===== config.mk =====
export PLATFORM = sky130hd
export DESIGN_NAME = gtc_date
export DESIGN_NICKNAME = d
export VERILOG_FILES = /design/src/hw/rtl/gtc_pkg.sv /design/src/hw/rtl/gtc_cdiv.sv /design/src/hw/rtl/gtc_date.sv
export SDC_FILE = /design/constraint.sdc
export NUM_CORES = 2
export LEC_CHECK = 0
export ABC_AREA = 1
export BUFFER_PORTS_ARGS = -buffer_cell sky130_fd_sc_hd__buf_2
export CORE_ASPECT_RATIO = 1.75
export CORE_MARGIN = 4
export CORE_UTILIZATION = 30
export DETAILED_ROUTE_END_ITERATION = 10
export PLACE_DENSITY = 0.55
export SYNTH_ARGS = -nofsm -noshare
export SYNTH_HDL_FRONTEND = slang
export SYNTH_SLANG_ARGS = --single-unit

===== constraint.sdc =====
create_clock -name clk -period 8.2 [get_ports clk]
set_input_delay 1.64 -clock clk [delete_from_list [all_inputs] [get_ports clk]]
set_output_delay 1.64 -clock clk [all_outputs]
set_load 0.05 [all_outputs]

===== src/hw/rtl/gtc_pkg.sv =====
// Shared widths, constants, types and the month start table for the GPS time converter.
package gtc_pkg;

  // Port field widths
  localparam int WEEK_W  = 14;
  localparam int MS_W    = 30;
  localparam int YEAR_W  = 12;
  localparam int MONTH_W = 4;
  localparam int DAY_W   = 5;
  localparam int HOUR_W  = 5;
  localparam int MIN_W   = 6;
  localparam int SECMS_W = 16;

  // Internal widths
  localparam int MINS_W = 15;  // whole minutes in the week field
  localparam int HRS_W  = 9;   // whole hours in the week field
  localparam int DAYS_W = 5;   // whole days in the week field
  localparam int C_W    = 22;  // shifted Julian day number
  localparam int N_W    = 28;  // 100 * c - 12210
  localparam int D_W    = 13;  // Julian-style year count
  localparam int DOY_W  = 9;   // days left after the year is removed
  localparam int F_W    = 5;   // month index of the Julian-day method
  localparam int NUMF_W = 23;  // 10000 * days left

  // Pipeline depth
  localparam int TOD_STG  = 6;
  localparam int DATE_STG = 8;
  localparam int NSTG     = TOD_STG + DATE_STG;

  // Constant divisors
  localparam int MS_PER_MIN   = 60000;
  localparam int MIN_PER_HR   = 60;
  localparam int HR_PER_DAY   = 24;
  localparam int YEAR_X100    = 36525;
  localparam int MONTH_X10K   = 306001;
  localparam int MONTH_SCALE  = 10000;

  // Day number arithmetic
  localparam int DAYS_PER_WEEK = 7;
  localparam int DAYS_PER_YEAR = 365;
  localparam int C_OFS         = 2445782;    // GPS epoch Julian day plus 1537
  localparam int N_WEEK        = 700;
  localparam int N_DAY         = 100;
  localparam int N_OFS         = 244565990;  // 100 * C_OFS - 12210
  localparam int YEAR_OFS      = 4715;
  localparam int MONTH_WRAP    = 14;
  localparam int MONTH_LO_OFS  = 1;
  localparam int MONTH_HI_OFS  = 13;
  localparam int MONTH_FEB     = 2;

  typedef struct packed {
    logic [HOUR_W-1:0]  hour;
    logic [MIN_W-1:0]   minute;
    logic [SECMS_W-1:0] second_ms;
  } tod_t;

  // floor(30.6001 * f)
  function automatic logic [DOY_W-1:0] month_start(input logic [F_W-1:0] f);
    logic [DOY_W-1:0] o;
    case (f)
      5'd0:    o = 9'd0;
      5'd1:    o = 9'd30;
      5'd2:    o = 9'd61;
      5'd3:    o = 9'd91;
      5'd4:    o = 9'd122;
      5'd5:    o = 9'd153;
      5'd6:    o = 9'd183;
      5'd7:    o = 9'd214;
      5'd8:    o = 9'd244;
      5'd9:    o = 9'd275;
      5'd10:   o = 9'd306;
      5'd11:   o = 9'd336;
      5'd12:   o = 9'd367;
      5'd13:   o = 9'd397;
      5'd14:   o = 9'd428;
      5'd15:   o = 9'd459;
      default: o = 9'd0;
    endcase
    return o;
  endfunction

endpackage


===== src/hw/rtl/gtc_cdiv.sv =====
// Two-stage divide by a constant: reciprocal multiply, then one correction step.
module gtc_cdiv #(
  parameter int NUM_W = 30,
  parameter int DIV   = 60000,
  parameter int QUO_W = NUM_W - $clog2(DIV) + 1,
  parameter int REM_W = $clog2(DIV)
) (
  input  logic             clk,
  input  logic [1:0]       en,
  input  logic [NUM_W-1:0] num,
  output logic [QUO_W-1:0] quo,
  output logic [REM_W-1:0] rem
);

  // floor(2^NUM_W / DIV) underestimates the quotient by at most one
  localparam longint unsigned RECIP = (64'd1 << NUM_W) / DIV;
  localparam int MUL_W  = $clog2(RECIP + 1);
  localparam int PROD_W = NUM_W + MUL_W;
  localparam logic [MUL_W-1:0] RECIP_V = MUL_W'(RECIP);
  localparam logic [NUM_W:0]   DIV_V   = (NUM_W + 1)'(DIV);

  logic [PROD_W-1:0] prod;
  logic [QUO_W-1:0]  q0_nxt, q0_r;
  logic [NUM_W-1:0]  num_r;
  logic [NUM_W:0]    back, r0;
  logic              fix;
  logic [QUO_W-1:0]  quo_nxt, quo_r;
  logic [REM_W-1:0]  rem_nxt, rem_r;

  always_comb begin
    prod   = PROD_W'(num) * PROD_W'(RECIP_V);
    q0_nxt = QUO_W'(prod >> NUM_W);
  end

  always_ff @(posedge clk) begin
    if (en[0]) begin
      num_r <= num;
      q0_r  <= q0_nxt;
    end
  end

  always_comb begin
    back    = (NUM_W + 1)'(q0_r) * DIV_V;
    r0      = {1'b0, num_r} - back;
    fix     = (r0 >= DIV_V);
    quo_nxt = q0_r + QUO_W'(fix);
    rem_nxt = fix ? REM_W'(r0 - DIV_V) : REM_W'(r0);
  end

  always_ff @(posedge clk) begin
    if (en[1]) begin
      quo_r <= quo_nxt;
      rem_r <= rem_nxt;
    end
  end

  assign quo = quo_r;
  assign rem = rem_r;

endmodule


===== src/hw/rtl/gtc_date.sv =====
// Day number to Gregorian year, month and day by the Julian-day method.
module gtc_date import gtc_pkg::*; (
  input  logic                clk,
  input  logic [DATE_STG-1:0] en,
  input  logic [WEEK_W-1:0]   week,
  input  logic [DAYS_W-1:0]   days,
  input  tod_t                tod_in,
  output logic [YEAR_W-1:0]   year,
  output logic [MONTH_W-1:0]  month,
  output logic [DAY_W-1:0]    day,
  output tod_t                tod_out
);

  logic [N_W-1:0]     n_nxt, n_r;
  logic [C_W-1:0]     c_nxt;
  logic [C_W-1:0]     c_r   [0:2];
  logic [D_W-1:0]     d;
  logic [D_W-1:0]     d_r   [3:6];
  logic [DOY_W-1:0]   doy_nxt;
  logic [DOY_W-1:0]   doy_r [3:6];
  logic [NUMF_W-1:0]  numf_nxt, numf_r;
  logic [F_W-1:0]     f;
  logic [MONTH_W-1:0] month_nxt, month_r;
  logic [YEAR_W-1:0]  year_nxt, year_r;
  logic [DAY_W-1:0]   day_nxt, day_r;
  tod_t               tod_r [DATE_STG];

  // c = 7w + days + offset; n = 100c - 12210 built straight from the inputs
  always_comb begin
    c_nxt = C_W'(week) * C_W'(DAYS_PER_WEEK) + C_W'(days) + C_W'(C_OFS);
    n_nxt = N_W'(week) * N_W'(N_WEEK) + N_W'(days) * N_W'(N_DAY) + N_W'(N_OFS);
  end

  always_ff @(posedge clk) begin
    if (en[0]) begin
      n_r    <= n_nxt;
      c_r[0] <= c_nxt;
    end
    if (en[1]) c_r[1] <= c_r[0];
    if (en[2]) c_r[2] <= c_r[1];
  end

  gtc_cdiv #(.NUM_W(N_W), .DIV(YEAR_X100), .QUO_W(D_W)) u_yr (
    .clk(clk), .en(en[2:1]), .num(n_r), .quo(d), .rem()
  );

  always_comb begin
    doy_nxt  = DOY_W'(c_r[2] - C_W'(d) * C_W'(DAYS_PER_YEAR) - C_W'(d >> 2));
    numf_nxt = NUMF_W'(doy_r[3]) * NUMF_W'(MONTH_SCALE);
  end

  always_ff @(posedge clk) begin
    if (en[3]) begin
      d_r[3]   <= d;
      doy_r[3] <= doy_nxt;
    end
    if (en[4]) numf_r <= numf_nxt;
    for (int i = 4; i <= 6; i++) begin
      if (en[i]) begin
        d_r[i]   <= d_r[i-1];
        doy_r[i] <= doy_r[i-1];
      end
    end
  end

  gtc_cdiv #(.NUM_W(NUMF_W), .DIV(MONTH_X10K), .QUO_W(F_W)) u_mon (
    .clk(clk), .en(en[6:5]), .num(numf_r), .quo(f), .rem()
  );

  // month index runs 4..15 from March; indices 14 and 15 fold into Jan/Feb of the next year
  always_comb begin
    day_nxt   = DAY_W'(doy_r[6] - month_start(f));
    month_nxt = (f < F_W'(MONTH_WRAP)) ? MONTH_W'(f - F_W'(MONTH_LO_OFS))
                                        : MONTH_W'(f - F_W'(MONTH_HI_OFS));
    year_nxt  = YEAR_W'(d_r[6] - D_W'(YEAR_OFS) - D_W'(month_nxt > MONTH_W'(MONTH_FEB)));
  end

  always_ff @(posedge clk) begin
    if (en[7]) begin
      year_r  <= year_nxt;
      month_r <= month_nxt;
      day_r   <= day_nxt;
    end
    if (en[0]) tod_r[0] <= tod_in;
    for (int i = 1; i < DATE_STG; i++) begin
      if (en[i]) tod_r[i] <= tod_r[i-1];
    end
  end

  assign year    = year_r;
  assign month   = month_r;
  assign day     = day_r;
  assign tod_out = tod_r[DATE_STG-1];

endmodule


==> metrics.md <==
| Metric | Value |
|---|---|
| Final RePlAce weighted congestion | `0.882` |
| Clock Tree Root | `clkbuf_16` |
| Largest family of logic cells by synthesized area | `adder cells` |
| Unrepaired setup endpoints after global routing | `no` |
| Final nets | `4704` |
| Total die area | `134000 um2` |
| Most common cell in the netlist | `inv_1` |
| Synth cell count leaders | `inv_1, ha_1, nand2_1, edfxtp_1, fa_1` |
| Cell variety after synth | `51` |
| Top Ports | `103` |
| CTS H-tree depth | `2` |
| Initial antenna violation count | `1` |
| Crit path largest cell delay | `0.56 ns` |
| Yosys reg bits | `456` |
| Worst-path maximum fanout | `6` |
| Hold Slack | `0.406 ns` |
| EDFF count, synth | `451` |
| Core Box Area | `127000 um2` |
| Async SR Flop Fraction | `0%` |
| Post-CTS setup buffers | `0` |
| Avg Inst Size Synth | `10.7 um2` |
| Clk sinks | `456` |
| Crit-path leading delay family | `adder cells` |
| P&R area growth vs syn | `10.6%` |
| Global-route wire length before repair | `136 mm` |
| Post-synthesis sequential area ratio | `35.5%` |
| Data required time of the worst path | `8.56 ns` |
| CTS buffer count | `44` |
| Post-synthesis simple-gate area fraction | `9.69%` |
| Port buffer count | `102` |
| Hold Violations, Final | `0` |
| Die Wd | `279 um` |
| Top FF cell, synth | `edfxtp_1` |
| Slew Limit Fails | `0` |
| Final ANT Viol Nets | `0` |
| Crit path DAT | `8.07 ns` |
| First-pass DRT Iterations | `4` |
| XOR/XNOR Fraction of Synth Area | `3.60%` |
| Die H | `481 um` |
| CP startpoint kind | `flop` |
| Hold Crit Class | `flop to flop` |
| Maxcap violations | `0` |
| Gr usage total | `12.8%` |
| Post-synthesis compound-gate area fraction | `4.80%` |
| Final Skew | `0.0509 ns` |
| Initial cell density of the core | `30.2%` |
| Most frequent cell on the critical path | `fa_1` |
| CTS tree | `yes` |
| Post-synthesis adder-cell area fraction | `37.7%` |
| Mux share of post-synthesis cell area | `0%` |
| Setup violators final | `0` |
| Setup TNS | `0 ns` |
| Routed wire per std cell | `15.5 um` |
| Iteration-0 DRC count of the detailed router | `751` |
| Worst path slowest cell | `edfxtp_1` |
| Largest net degree at the start of global routing | `62` |
| Final cycle utilization of the critical path | `94.0%` |
| Share of cells above drive strength 1 | `6.69%` |
| Synth Net Count | `4576` |
| Post-synth top area share | `35.3%` |
| Yosys warnings | `0` |
| Least-Margin Pin Slew | `1.01 ns` |
| Cts hold-fix bufs | `0` |
| Vias per cell | `4.42` |
| Later-pin clock latency in the skew report | `0.63 ns` |
| Fill count | `12800` |
| Area of the multi-input gates | `21400 um2` |
| GRT overflow | `0` |
| Hpwl dp | `71.1 mm` |
| Critical path class | `flop to flop` |
| Synth area leaders | `edfxtp_1, fa_1, ha_1` |
| Clock slew at reported path FFs | `0.07 ns` |
| Post_cts resized | `0` |
| Setup crit end kind | `flop` |
| Leading area contributor after synthesis | `edfxtp_1` |
| CP bufs+invs | `5` |
| Max-slew headroom | `32.7%` |
| DR vias | `23900` |
| Max clock buf depth | `3` |
| Fin crit period | `7.71 ns` |
| Synthesized area | `38400 um2` |
| Routed WL | `83.9 mm` |
| Outcome | `finished, final reports clean` |
| FF+latch area | `13600 um2` |
| Mapped Cells | `3586` |
| Rows | `173` |
| DR DRC count | `0` |
| Fmax | `130 MHz` |
| Vias in the first global route | `26500` |
## state kept, by name, summed over array words and instances (netlist names), named ones only
register	count
numf_r	19
u_yr.num_r	25
d_r	48
n_r	25
month	4
u_yr.q0_r	13
c_r	27
tod_r	216
u_mon.quo	5
u_mon.q0_r	5
u_mon.num_r	19
year	12
day	5
doy_r	16
u_yr.quo	12
## cell families after synthesis
| logic type | Yosys count |
|---|---|
| adders and majority gates | 935 |
| AOI/OAI and AO/OA | 323 |
| DFF | 456 |
| xor gates and xnor gates | 158 |
| and+or+nand+nor | 847 |
| buffers and inverters | 867 |
## through the flow
stage,worst slack [ns],cell area (um2),std cells,utilization [%]
floorplan,1.78,38400,3586,-
global placement,0.548,40900,5330,32.2
detailed placement,0.489,40900,5330,32.2
CTS,0.478,42500,5412,33.5
global route,0.0849,42500,5413,33.5
finish,0.490,42500,5413,33.5
## cells in the final DEF, fill, tap and decap left out, types with 6 or more instances in the layout
cell,n
a211oi_1,8
a21o_1,16
a21oi_1,141
a31oi_1,12
buf_2,100
buf_4,13
bufinv_16,10
clkbuf_16,44
clkinv_1,8
edfxtp_1,451
fa_1,369
ha_1,566
inv_1,834
nand2_1,456
nand2_2,27
nand3_1,104
nand3_2,9
nand4_1,29
nor2_1,153
nor2_2,9
nor3_1,26
o211ai_1,6
o21ai_0,95
o21bai_1,17
xnor2_1,61
xor2_1,97
## metal layers
layer  wire, um  up-vias  global-route usage, %
met5          0        -                      0
met4       4570        0                   6.21
met3       1980      187                   1.14
met2      49600      359                   27.2
met1      27800    11600                   11.8
li1           -    11800                      -
## final timing paths
path                                             start                endpoint  slack [ns]  cells after the start
worst min register to register    d_r[0][60]$_DFFE_PP_    d_r[0][73]$_DFFE_PP_        0.41                      0
worst max register to register  u_yr.q0_r[8]$_DFFE_PP_  u_yr.quo[11]$_DFFE_PP_        0.49                     31
worst min-delay path              d_r[0][60]$_DFFE_PP_    d_r[0][73]$_DFFE_PP_        0.41                      0
worst max-delay path            u_yr.q0_r[8]$_DFFE_PP_  u_yr.quo[11]$_DFFE_PP_        0.49                     31
## layout make-up
class | instances | area share, %
repair buffers | 113 | 1.41
clock inverters | 32 | 1.17
clock buffers | 50 | 2.67
flip-flops and latches | 456 | 32.1
multi-input cells | 2263 | 50.4
well taps | 1662 | 4.89
inverters | 836 | 7.38
diodes | 1 | 0.00589
Power is not shown: default switching activity piles up to over one toggle a cycle in this logic, so the estimate is an artifact.
