`config.mk`:
```
export PLATFORM = sky130hd
export DESIGN_NAME = gtc_tod
export DESIGN_NICKNAME = d
export VERILOG_FILES = /design/src/hw/rtl/gtc_pkg.sv /design/src/hw/rtl/gtc_cdiv.sv /design/src/hw/rtl/gtc_tod.sv
export SDC_FILE = /design/constraint.sdc
export NUM_CORES = 1
export LEC_CHECK = 0
export BUFFER_PORTS_ARGS = -buffer_cell sky130_fd_sc_hd__buf_2
export CAP_MARGIN = 10
export CORE_MARGIN = 10
export CORE_UTILIZATION = 64
export DETAILED_ROUTE_END_ITERATION = 8
export HOLD_SLACK_MARGIN = 0.06
export PLACE_DENSITY = 0.84
export REMOVE_ABC_BUFFERS = 1
export SYNTH_ARGS = -nofsm -noshare
export SYNTH_HDL_FRONTEND = slang
export SYNTH_SLANG_ARGS = --single-unit
```
`constraint.sdc`:
```
create_clock -name clk -period 8.98 [get_ports clk]
set_input_delay 1.347 -clock clk [delete_from_list [all_inputs] [get_ports clk]]
set_output_delay 1.347 -clock clk [all_outputs]
set_load 0.02 [all_outputs]
```
`src/hw/rtl/gtc_pkg.sv`:
```
// Shared widths, constants, types and the month start table for the GPS time converter.
package gtc_pkg;

  // Port field widths
  localparam int WEEK_W  = 14;
  localparam int MS_W    = 30;
  localparam int YEAR_W  = 12;
  localparam int MONTH_W = 4;
  localparam int DAY_W   = 5;
  localparam int HOUR_W  = 5;
  localparam int MIN_W   = 6;
  localparam int SECMS_W = 16;

  // Internal widths
  localparam int MINS_W = 15;  // whole minutes in the week field
  localparam int HRS_W  = 9;   // whole hours in the week field
  localparam int DAYS_W = 5;   // whole days in the week field
  localparam int C_W    = 22;  // shifted Julian day number
  localparam int N_W    = 28;  // 100 * c - 12210
  localparam int D_W    = 13;  // Julian-style year count
  localparam int DOY_W  = 9;   // days left after the year is removed
  localparam int F_W    = 5;   // month index of the Julian-day method
  localparam int NUMF_W = 23;  // 10000 * days left

  // Pipeline depth
  localparam int TOD_STG  = 6;
  localparam int DATE_STG = 8;
  localparam int NSTG     = TOD_STG + DATE_STG;

  // Constant divisors
  localparam int MS_PER_MIN   = 60000;
  localparam int MIN_PER_HR   = 60;
  localparam int HR_PER_DAY   = 24;
  localparam int YEAR_X100    = 36525;
  localparam int MONTH_X10K   = 306001;
  localparam int MONTH_SCALE  = 10000;

  // Day number arithmetic
  localparam int DAYS_PER_WEEK = 7;
  localparam int DAYS_PER_YEAR = 365;
  localparam int C_OFS         = 2445782;    // GPS epoch Julian day plus 1537
  localparam int N_WEEK        = 700;
  localparam int N_DAY         = 100;
  localparam int N_OFS         = 244565990;  // 100 * C_OFS - 12210
  localparam int YEAR_OFS      = 4715;
  localparam int MONTH_WRAP    = 14;
  localparam int MONTH_LO_OFS  = 1;
  localparam int MONTH_HI_OFS  = 13;
  localparam int MONTH_FEB     = 2;

  typedef struct packed {
    logic [HOUR_W-1:0]  hour;
    logic [MIN_W-1:0]   minute;
    logic [SECMS_W-1:0] second_ms;
  } tod_t;

  // floor(30.6001 * f)
  function automatic logic [DOY_W-1:0] month_start(input logic [F_W-1:0] f);
    logic [DOY_W-1:0] o;
    case (f)
      5'd0:    o = 9'd0;
      5'd1:    o = 9'd30;
      5'd2:    o = 9'd61;
      5'd3:    o = 9'd91;
      5'd4:    o = 9'd122;
      5'd5:    o = 9'd153;
      5'd6:    o = 9'd183;
      5'd7:    o = 9'd214;
      5'd8:    o = 9'd244;
      5'd9:    o = 9'd275;
      5'd10:   o = 9'd306;
      5'd11:   o = 9'd336;
      5'd12:   o = 9'd367;
      5'd13:   o = 9'd397;
      5'd14:   o = 9'd428;
      5'd15:   o = 9'd459;
      default: o = 9'd0;
    endcase
    return o;
  endfunction

endpackage

```
`src/hw/rtl/gtc_cdiv.sv`:
```
// Two-stage divide by a constant: reciprocal multiply, then one correction step.
module gtc_cdiv #(
  parameter int NUM_W = 30,
  parameter int DIV   = 60000,
  parameter int QUO_W = NUM_W - $clog2(DIV) + 1,
  parameter int REM_W = $clog2(DIV)
) (
  input  logic             clk,
  input  logic [1:0]       en,
  input  logic [NUM_W-1:0] num,
  output logic [QUO_W-1:0] quo,
  output logic [REM_W-1:0] rem
);

  // floor(2^NUM_W / DIV) underestimates the quotient by at most one
  localparam longint unsigned RECIP = (64'd1 << NUM_W) / DIV;
  localparam int MUL_W  = $clog2(RECIP + 1);
  localparam int PROD_W = NUM_W + MUL_W;
  localparam logic [MUL_W-1:0] RECIP_V = MUL_W'(RECIP);
  localparam logic [NUM_W:0]   DIV_V   = (NUM_W + 1)'(DIV);

  logic [PROD_W-1:0] prod;
  logic [QUO_W-1:0]  q0_nxt, q0_r;
  logic [NUM_W-1:0]  num_r;
  logic [NUM_W:0]    back, r0;
  logic              fix;
  logic [QUO_W-1:0]  quo_nxt, quo_r;
  logic [REM_W-1:0]  rem_nxt, rem_r;

  always_comb begin
    prod   = PROD_W'(num) * PROD_W'(RECIP_V);
    q0_nxt = QUO_W'(prod >> NUM_W);
  end

  always_ff @(posedge clk) begin
    if (en[0]) begin
      num_r <= num;
      q0_r  <= q0_nxt;
    end
  end

  always_comb begin
    back    = (NUM_W + 1)'(q0_r) * DIV_V;
    r0      = {1'b0, num_r} - back;
    fix     = (r0 >= DIV_V);
    quo_nxt = q0_r + QUO_W'(fix);
    rem_nxt = fix ? REM_W'(r0 - DIV_V) : REM_W'(r0);
  end

  always_ff @(posedge clk) begin
    if (en[1]) begin
      quo_r <= quo_nxt;
      rem_r <= rem_nxt;
    end
  end

  assign quo = quo_r;
  assign rem = rem_r;

endmodule

```
`src/hw/rtl/gtc_tod.sv`:
```
// Time-of-week split into whole days, hour, minute and milliseconds.
module gtc_tod import gtc_pkg::*; (
  input  logic                clk,
  input  logic [TOD_STG-1:0]  en,
  input  logic [WEEK_W-1:0]   gps_week,
  input  logic [MS_W-1:0]     week_ms,
  output logic [WEEK_W-1:0]   week,
  output logic [DAYS_W-1:0]   days,
  output tod_t                tod
);

  logic [MINS_W-1:0]  mins;
  logic [SECMS_W-1:0] sec;
  logic [HRS_W-1:0]   hrs;
  logic [MIN_W-1:0]   minute;
  logic [HOUR_W-1:0]  hour;

  logic [WEEK_W-1:0]  week_r   [TOD_STG];
  logic [SECMS_W-1:0] sec_r    [2:5];
  logic [MIN_W-1:0]   minute_r [4:5];

  gtc_cdiv #(.NUM_W(MS_W), .DIV(MS_PER_MIN), .QUO_W(MINS_W), .REM_W(SECMS_W)) u_min (
    .clk(clk), .en(en[1:0]), .num(week_ms), .quo(mins), .rem(sec)
  );

  gtc_cdiv #(.NUM_W(MINS_W), .DIV(MIN_PER_HR), .QUO_W(HRS_W), .REM_W(MIN_W)) u_hr (
    .clk(clk), .en(en[3:2]), .num(mins), .quo(hrs), .rem(minute)
  );

  gtc_cdiv #(.NUM_W(HRS_W), .DIV(HR_PER_DAY), .QUO_W(DAYS_W), .REM_W(HOUR_W)) u_day (
    .clk(clk), .en(en[5:4]), .num(hrs), .quo(days), .rem(hour)
  );

  always_ff @(posedge clk) begin
    if (en[0]) week_r[0] <= gps_week;
    for (int i = 1; i < TOD_STG; i++) begin
      if (en[i]) week_r[i] <= week_r[i-1];
    end
    if (en[2]) sec_r[2] <= sec;
    for (int i = 3; i <= 5; i++) begin
      if (en[i]) sec_r[i] <= sec_r[i-1];
    end
    if (en[4]) minute_r[4] <= minute;
    if (en[5]) minute_r[5] <= minute_r[4];
  end

  assign week          = week_r[TOD_STG-1];
  assign tod.hour      = hour;
  assign tod.minute    = minute_r[5];
  assign tod.second_ms = sec_r[5];

endmodule

```
==> results of run 1 <==
==> timing repair <==
action,4_1_cts,5_1_grt
buffers inserted,0,5
resized for setup,0,4
hold endpoints to repair,0,0
endpoints found under the setup margin,0,12
==> flip-flops by register name (all words and copies together), names as in the netlist, 9 cells and up <==
| name | flops |
|---|---|
| week_r | 84 |
| sec_r | 64 |
| u_min.num_r | 30 |
| u_min.rem | 16 |
| u_hr.num_r | 15 |
| u_min.q0_r | 15 |
| u_min.quo | 15 |
| minute_r | 12 |
| u_day.num_r | 9 |
| u_hr.q0_r | 9 |
| u_hr.quo | 9 |
==> worst max-delay path by stage <==
| stage | startpoint | endpoint | depth (start not counted) |
|---|---|---|---|
| after floorplan | u_min.q0_r[1]$_DFFE_PP_ | u_min.quo[13]$_DFFE_PP_ | 33 |
| after global placement | u_min.q0_r[1]$_DFFE_PP_ | u_min.quo[13]$_DFFE_PP_ | 33 |
| after detailed placement | u_min.q0_r[2]$_DFFE_PP_ | u_min.quo[13]$_DFFE_PP_ | 33 |
| after CTS | u_min.q0_r[2]$_DFFE_PP_ | u_min.quo[13]$_DFFE_PP_ | 33 |
| after global routing | u_min.q0_r[0]$_DFFE_PP_ | u_min.quo[13]$_DFFE_PP_ | 33 |
| final | u_min.q0_r[0]$_DFFE_PP_ | u_min.quo[13]$_DFFE_PP_ | 33 |
==> Yosys cell counts (all sizes together) (3+ instances only) <==
cell type  count  area (µm²)
fa           241        4820
a211oi         6        45.0
xor2          37         324
o2111a         3        33.8
o211ai         9        81.3
o31ai         18         179
o31a           6        52.6
nand4         11        83.8
or3            4        25.0
a21boi         9        67.6
buf           22         165
a21oi         69         345
a211o          5        43.8
or2            8        50.0
a31oi          3        18.8
and3           4        25.0
o21a          17         128
nand2b        19         119
a21o          41         308
clkbuf         3        11.3
o21ai         45         225
a221o          3        30.0
nor4           5        37.5
nor2b         19         119
nand3         18        90.1
nand2         51         191
inv          411        1540
nor3          20         116
xnor2         68         614
mux2i          5        50.1
edfxtp       299        8980
and4           3        26.3
nor2          69         259
and2           4        25.0
o2111ai        4        35.0
o22ai          4        25.0
o21bai         7        52.6
a31o           3        26.3
ha           400        5000
==> cell families after synthesis <==
family	count (synthesis)
XOR/XNOR	105
AO/OA/AOI/OAI	279
adder cells (fa/ha/maj)	641
AND/OR/NAND/NOR	244
flip-flops	299
buffers and inverters	436
multiplexers	7
==> worst max-delay path: cells and delay by family (launching register included) <==
kind | cells | cell delay [ns]
fa+ha+maj | 8 | 3.10
buf+inv | 3 | 0.24
flops | 1 | 0.55
compound gates | 10 | 2.05
simple gates | 10 | 2.07
xor+xnor | 2 | 0.20
==> placed cells by master, fill, tap and decap left out, types with 17 or more instances in the layout <==
cell type / instances
sky130_fd_sc_hd__edfxtp_1: 299
sky130_fd_sc_hd__o21ai_0: 40
sky130_fd_sc_hd__nand3_1: 18
sky130_fd_sc_hd__xor2_1: 37
sky130_fd_sc_hd__o21a_1: 17
sky130_fd_sc_hd__a21o_1: 41
sky130_fd_sc_hd__nand2b_1: 19
sky130_fd_sc_hd__buf_2: 96
sky130_fd_sc_hd__nor2b_1: 19
sky130_fd_sc_hd__nand2_1: 51
sky130_fd_sc_hd__fa_1: 241
sky130_fd_sc_hd__clkbuf_16: 30
sky130_fd_sc_hd__inv_1: 411
sky130_fd_sc_hd__nor2_1: 69
sky130_fd_sc_hd__nor3_1: 18
sky130_fd_sc_hd__xnor2_1: 67
sky130_fd_sc_hd__ha_1: 400
sky130_fd_sc_hd__a21oi_1: 68
==> metrics by stage <==
step | TNS, ns | setup slack, ns | hold WS [ns] | std cells
after global placement | 0 | 0.466 | 0.400 | 2605
final | 0 | 0.483 | 0.412 | 2664
after floorplan | 0 | 1.03 | 0.400 | 1986
after CTS | 0 | 0.141 | 0.408 | 2659
after detailed placement | 0 | 0.187 | 0.405 | 2605
after global routing | -0.00875 | -0.00875 | 0.420 | 2664
==> per-layer routing <==
layer,wire length (µm),vias to the layer above
met5,0,-
met4,1370,0
met3,2190,98
met2,25900,365
met1,20000,7453
li1,-,7078
==> final cells by class <==
class,instances,share of cell area
clock inverters,19,0.00807
multi-input cells,1276,0.526
inverters,411,0.0575
flip-flops and latches,299,0.335
well taps,518,0.0242
repair buffers,106,0.0207
clock buffers,35,0.0287
==> flow_metrics.tcl, run 1 <==
set metrics [dict create \
    largest_net_degree_at_the_start_of_global_routing 60 \
    post_synth_inst_count 2011 \
    final_core_util 0.697 \
    timing_worst_setup_path_type "register to register" \
    timing.max_slew.rel_slack 0.251 \
    startpoint_type "register" \
    cell_chosen_for_the_clock_root "sky130_fd_sc_hd__clkbuf_16" \
    grt_antenna_before_repair 0 \
    wl_um 49500 \
    run_status "complete, no violations" \
    synth-compound-area-share 0.0802 \
    numCtsBuffers 30 \
    layout_min_cycle_time_ns 8.50 \
    worstPathRequired_ns 9.27 \
    cp_slowest_cell "sky130_fd_sc_hd__edfxtp_1" \
    layout.area.seq_um2 8980 \
    grtUsageMet3 0.0229 \
    gpl.final_weighted_congestion 0.907 \
    ys_ff_latch 299 \
    detail-route-antenna-nets 0 \
    worstPathMaxFanout 7 \
    crit_path_end_kind "register" \
    multi_input_area_um2 14100 \
    total_grt_overflow 0 \
    floorplan.die_area_um2 47000 \
    grt_use_met1 0.266 \
    post_cts_hold_buffer_count 0 \
    dominantRegCellSynth "sky130_fd_sc_hd__edfxtp_1" \
    place_hpwl_um 39000 \
    drtIter0Drc 779 \
    cts.reportedPaths.clkPinSlew_ns 0.07 \
    port-buffer-count 96 \
    max_freq_mhz 118 \
    floorplan.initialDensity 0.644 \
    final-setup-viol-count 0 \
    synthMuxAreaShare 0.00293 \
    tritoncts_num_sinks 299 \
    finalHoldViolCount 0 \
    die_w_um 217 \
    worst-r2r-cell-count 33 \
    place_area_um2 25800 \
    min_path_type "register to register" \
    seq_area_frac_synth 0.362 \
    count_of_h_tree_levels_built_during_cts 1 \
    post_synth_simple_gate_area 0.0510 \
    clock_path_buffers 3 \
    first_global_vias 16300 \
    synth_fa_ha_area_frac 0.396 \
    route.detailed.wl_per_inst_um 18.6 \
    final_layout_size_suffix_gt1_frac 0.0857 \
    hold-path-endpoint "minute_r[2][10]$_DFFE_PP_" \
    number_of_enable_type_register_cells_in_the_synthesized_netlist 299 \
    diode_count 0 \
    yosys_warnings 0 \
    die_height_um 217 \
    viasPerCell 5.63 \
    synth-xor-area-share 0.0379 \
    pin_count 97 \
    largest_family_of_logic_cells_by_synthesized_area "adder cells" \
    core_area_um2 38500 \
    drv_cap 0 \
    via_count 15000 \
    reg2reg_to "u_min.quo[13]$_DFFE_PP_" \
    cts_tree "yes" \
    final_max_slew_violation_count 0 \
    area.growth.synth_to_final_pct 8.21 \
    placement_rows 72 \
    r2r_setup_slack_ns 0.48 \
    fillCellCount 2594 \
    post-route-drc-count 0 \
    async_reset_ff_frac 0 \
    layout.cell_area.non_filler_um2 26800 \
    final_net_count 2816 \
    clock_latency_ns 0.57 \
    yosysUniqueCellTypes 79 \
    maximum_clock_skew_at_final_layout_ns 0.0179 \
    grt_util_all_layers 0.216 \
    min_path_cells 0 \
    critical_path.most_common_cell "sky130_fd_sc_hd__ha_1" \
    cpPeakStageDelay_ns 0.55 \
    detail_route.first_pass.iterations 7 \
    grt_most_used_layer "met2" \
    r2r_start "u_min.q0_r[0]$_DFFE_PP_" \
    hold_sp "minute_r[2][4]$_DFFE_PP_" \
    grt_use_met2 0.393 \
    synth_area_um2 24800 \
    wire_length_of_the_first_global_routing_pass_um 82100 \
    timing.critical_path.arrival_ns 8.79 \
    postSynthAreaPerCell_um2 12.3 \
    tightestPinTransition_ns 1.12 \
    post-route-period-util 0.946 \
]
Power of run 1 is left out: the tool's default activity adds up to more than one toggle a clock period on the data nets, which glitch-free logic cannot reach.
==> inputs of run 2 (changes only) <==
Clock period 8.98 ns to 8.1 ns, I/O delays scaled along.
==> flow_metrics.tcl, run 2 (synthesis results as in run 1) <==
set metrics [dict create \
    crit_path_end_kind "register" \
    route.detailed.wl_per_inst_um 18.4 \
    viasPerCell 5.63 \
    cpPeakStageDelay_ns 0.55 \
    largest_register "week_r" \
    timing.critical_path.arrival_ns 8.03 \
    final_common_cell "sky130_fd_sc_hd__inv_1" \
    post-route-drc-count 0 \
    fillCellCount 2558 \
    worstPathMaxFanout 6 \
    floorplan.initialDensity 0.644 \
    cell_chosen_for_the_clock_root "sky130_fd_sc_hd__clkbuf_16" \
    floorplan.die_area_um2 47000 \
    post-route-period-util 0.953 \
    drtIter0Drc 794 \
    largest_regs "week_r x84, sec_r x64, u_min.num_r x30" \
    gpl.final_weighted_congestion 0.893 \
    multi_input_area_um2 14200 \
    first_global_vias 16500 \
    die_w_um 217 \
    worstPathBufferInverterCount 5 \
    via_count 15100 \
    place_hpwl_um 39300 \
    port-buffer-count 96 \
    area.growth.synth_to_final_pct 9.33 \
    cp_slowest_cell "sky130_fd_sc_hd__fa_1" \
    maximum_clock_skew_at_final_layout_ns 0.0186 \
    place_area_um2 25900 \
    total_grt_overflow 0 \
    timing_worst_setup_path_type "register to register" \
    topRoutingLayerUsed "met4" \
    detail-route-antenna-nets 0 \
    largest_net_degree_at_the_start_of_global_routing 60 \
    pin_count 97 \
    final_net_count 2840 \
    worstPathRequired_ns 8.41 \
    route.met3.wl_um 2360 \
    drv_cap 0 \
    clock_path_buffers 3 \
    die_height_um 217 \
    final_layout_size_suffix_gt1_frac 0.107 \
    final_max_slew_violation_count 0 \
    wl_um 49500 \
    layout.cell_area.non_filler_um2 27100 \
    layout_min_cycle_time_ns 7.72 \
    wl_met1_um 20200 \
    grt_antenna_before_repair 0 \
    critical_path.most_common_cell "sky130_fd_sc_hd__ha_1" \
    finalHoldViolCount 0 \
    run_status "complete, no violations" \
    grt_util_all_layers 0.215 \
    layout_common_cells "sky130_fd_sc_hd__inv_1, sky130_fd_sc_hd__ha_1, sky130_fd_sc_hd__edfxtp_1" \
    max_ffs_per_register 84 \
    count_of_h_tree_levels_built_during_cts 1 \
    wire_length_of_the_first_global_routing_pass_um 82000 \
    critical-path-top-delay-family "adder cells" \
    max_freq_mhz 130 \
    placement_rows 72 \
    final-setup-viol-count 0 \
    detail_route.first_pass.iterations 4 \
    post_cts_hold_buffer_count 0 \
    cts.reportedPaths.clkPinSlew_ns 0.06 \
    numCtsBuffers 30 \
    diode_count 0 \
    startpoint_type "register" \
    tritoncts_num_sinks 299 \
    layout.area.seq_um2 8980 \
    timing.max_slew.rel_slack 0.295 \
    min_path_type "register to register" \
    worst_hold_slack_after_final_layout_ns 0.411 \
    clock_latency_ns 0.58 \
    tightestPinTransition_ns 1.06 \
    cts_tree "yes" \
    core_area_um2 38500 \
    met2WireLength_um 25700 \
]
## run 2: cell types whose count changed in the layout (fill, tap and decap cells not counted), sizes merged
cell      delta
clkbuf       -1
buf         +24
clkinvlp     +2
bufinv       -1
inv          +1
## run 2: path summary, 6_finish.rpt
kind | cells past startpoint | slack, ns | startpoint | end
max | 34 | 0.38 | u_min.q0_r[1]$_DFFE_PP_ | u_min.quo[11]$_DFFE_PP_
min | 0 | 0.41 | week_r[2][5]$_DFFE_PP_ | week_r[3][5]$_DFFE_PP_
max reg2reg | 34 | 0.38 | u_min.q0_r[1]$_DFFE_PP_ | u_min.quo[11]$_DFFE_PP_
min reg2reg | 0 | 0.41 | week_r[2][5]$_DFFE_PP_ | week_r[3][5]$_DFFE_PP_
## run 2: what timing repair did
action	4_1_cts	5_1_grt
endpoints found under the setup margin	5	25
gates resized for setup	5	25
setup buffers	3	4
pin swaps	7	22
## run 2: worst register-to-register path, delay by kind of cell, from the launching register on
kind                     cells  cell delay [ns]
adder cells (fa/ha/maj)      8             2.85
AND/OR/NAND/NOR             12             2.17
AO/OA/AOI/OAI                7             1.23
buffers and inverters        5             0.56
flip-flops                   1             0.44
XOR/XNOR                     2             0.24
## run 2: metal layers
| metal | GRT usage | vias up |
|---|---|---|
| li1 | - | 7127 |
| met3 | 0.0288 | 94 |
| met5 | 0 | - |
| met4 | 0.0678 | 0 |
| met2 | 0.381 | 368 |
| met1 | 0.268 | 7543 |
## run 2: cell type report
cell class	instances	area share
multi-input combinational	1276	0.525
sequential	299	0.331
inverter	411	0.0569
clock buffer	34	0.0283
timing repair buffer	130	0.0271
tap	518	0.0239
clock inverter	21	0.00766
## run 2: per-stage QoR
stage	TNS, ns	setup WS (ns)	utilization	std cells
CTS	0	0.00373	0.701	2685
global route	-0.122	-0.0486	0.705	2689
global placement	0	0.192	0.675	2627
finish	0	0.383	0.705	2689
detailed placement	-0.0503	-0.0354	0.675	2627
floorplan	0	0.150	-	1986
Power of run 2 is left out for the same reason.
==> inputs of run 3 (changes only) <==
Settings changed: CORE_MARGIN 10 to 2.
==> flow_metrics.tcl, run 3 (synthesis results as in run 1) <==
set metrics [dict create \
    run_status "complete, no violations" \
    grt_util_all_layers 0.253 \
    timing.critical_path.arrival_ns 8.06 \
    crit_path_end_kind "register" \
    placement_rows 72 \
    wl_um 48600 \
    final_layout_size_suffix_gt1_frac 0.105 \
    cell_chosen_for_the_clock_root "sky130_fd_sc_hd__clkbuf_16" \
    max_ffs_per_register 84 \
    route.detailed.wl_per_inst_um 18.1 \
    startpoint_type "register" \
    min_path_type "register to register" \
    grt_antenna_before_repair 1 \
    drtIter0Drc 790 \
    core_area_um2 38500 \
    port-buffer-count 96 \
    tns_ns 0 \
    area.growth.synth_to_final_pct 9.13 \
    finalHoldViolCount 0 \
    final_max_slew_violation_count 0 \
    layout_min_cycle_time_ns 7.75 \
    largest_regs "week_r x84, sec_r x64, u_min.num_r x30" \
    worstPathMaxFanout 3 \
    via_count 15200 \
    worst-r2r-cell-count 37 \
    place_hpwl_um 38400 \
    critical_path.most_common_cell "sky130_fd_sc_hd__fa_1" \
    layout.cell_area.non_filler_um2 27100 \
    post-route-period-util 0.957 \
    final_net_count 2837 \
    first_global_vias 16600 \
    detail-route-antenna-nets 0 \
    timing_worst_setup_path_type "register to register" \
    place_area_um2 25900 \
    clock_latency_ns 0.56 \
    clock_path_buffers 3 \
    min_path_cells 0 \
    maximum_clock_skew_at_final_layout_ns 0.0137 \
    layout_common_cells "sky130_fd_sc_hd__inv_1, sky130_fd_sc_hd__ha_1, sky130_fd_sc_hd__edfxtp_1" \
    numCtsBuffers 28 \
    final-setup-viol-count 0 \
    pin_count 97 \
    die_height_um 201 \
    die_w_um 201 \
    post_cts_hold_buffer_count 0 \
    largest_net_degree_at_the_start_of_global_routing 60 \
    floorplan.die_area_um2 40300 \
    cpPeakStageDelay_ns 0.50 \
    gpl.final_weighted_congestion 0.921 \
    cts.reportedPaths.clkPinSlew_ns 0.07 \
    tritoncts_num_sinks 299 \
    largest_register "week_r" \
    diode_count 0 \
    floorplan.initialDensity 0.644 \
    wire_length_of_the_first_global_routing_pass_um 81400 \
    count_of_h_tree_levels_built_during_cts 1 \
    cts_tree "yes" \
    final_common_cell "sky130_fd_sc_hd__inv_1" \
    timing.max_slew.rel_slack 0.267 \
    viasPerCell 5.64 \
    total_grt_overflow 0 \
    detail_route.first_pass.iterations 5 \
    tightestPinTransition_ns 1.10 \
    max_freq_mhz 129 \
    post-route-drc-count 0 \
    drv_cap 0 \
    cp_slowest_cell "sky130_fd_sc_hd__fa_1" \
    worstPathRequired_ns 8.40 \
]
run 3: cell types whose count changed in the layout (fill, tap and decap cells not counted), moves of 2 or more:
cell / change
sky130_fd_sc_hd__buf_6: +2
sky130_fd_sc_hd__clkbuf_16: -2
sky130_fd_sc_hd__clkinvlp_4: -2
sky130_fd_sc_hd__buf_4: -3
sky130_fd_sc_hd__o21ai_1: +2
run 3: metrics by stage:
| step | util | std cells | worst slack (ns) | hold slack (ns) |
|---|---|---|---|---|
| 6_report | 0.703 | 2685 | 0.345 | 0.418 |
| 5_1_grt | 0.703 | 2685 | -0.0819 | 0.422 |
| 4_1_cts | 0.699 | 2679 | 0.0248 | 0.416 |
| 3_5_place_dp | 0.674 | 2622 | -0.143 | 0.405 |
| 3_3_place_gp | 0.674 | 2622 | 0.0887 | 0.401 |
| 2_1_floorplan | - | 1986 | 0.150 | 0.400 |
run 3: what timing repair did:
item,CTS,global route
setup endpoints to repair,6,24
setup buffers,5,6
pin swaps,7,19
resized for setup,7,26
run 3: per-layer routing:
metal,wire length (µm),up-vias,global-route usage
met1,19500,7523,0.317
met3,2020,119,0.0295
li1,-,7128,-
met2,25500,378,0.457
met5,10,-,0
met4,1650,2,0.0902
run 3: worst paths after layout:
| path | startpoint | endpoint | slack, ns |
|---|---|---|---|
| worst max-delay path | u_min.q0_r[2]$_DFFE_PP_ | u_min.quo[11]$_DFFE_PP_ | 0.35 |
| worst min-delay path | sec_r[2][2]$_DFFE_PP_ | sec_r[2][18]$_DFFE_PP_ | 0.42 |
| worst max register to register | u_min.q0_r[2]$_DFFE_PP_ | u_min.quo[11]$_DFFE_PP_ | 0.35 |
| worst min register to register | sec_r[2][2]$_DFFE_PP_ | sec_r[2][18]$_DFFE_PP_ | 0.42 |
run 3: worst max-delay path: cells and delay by family (launching register included):
family	cells	cell delay (ns)
buffers and inverters	7	0.59
and+or+nand+nor	12	1.87
DFF	1	0.42
xor gates and xnor gates	2	0.24
adders and majority gates	8	3.19
AOI/OAI and AO/OA	8	1.18
run 3: layout make-up:
| type | count | area (µm²) |
|---|---|---|
| multi-input combinational | 1276 | 14200 |
| fill | 2537 | 11400 |
| sequential | 299 | 8980 |
| inverter | 411 | 1540 |
| timing repair buffer | 129 | 736 |
| clock buffer | 31 | 712 |
| tap | 518 | 648 |
| clock inverter | 21 | 209 |
Power of run 3 is left out for the same reason.
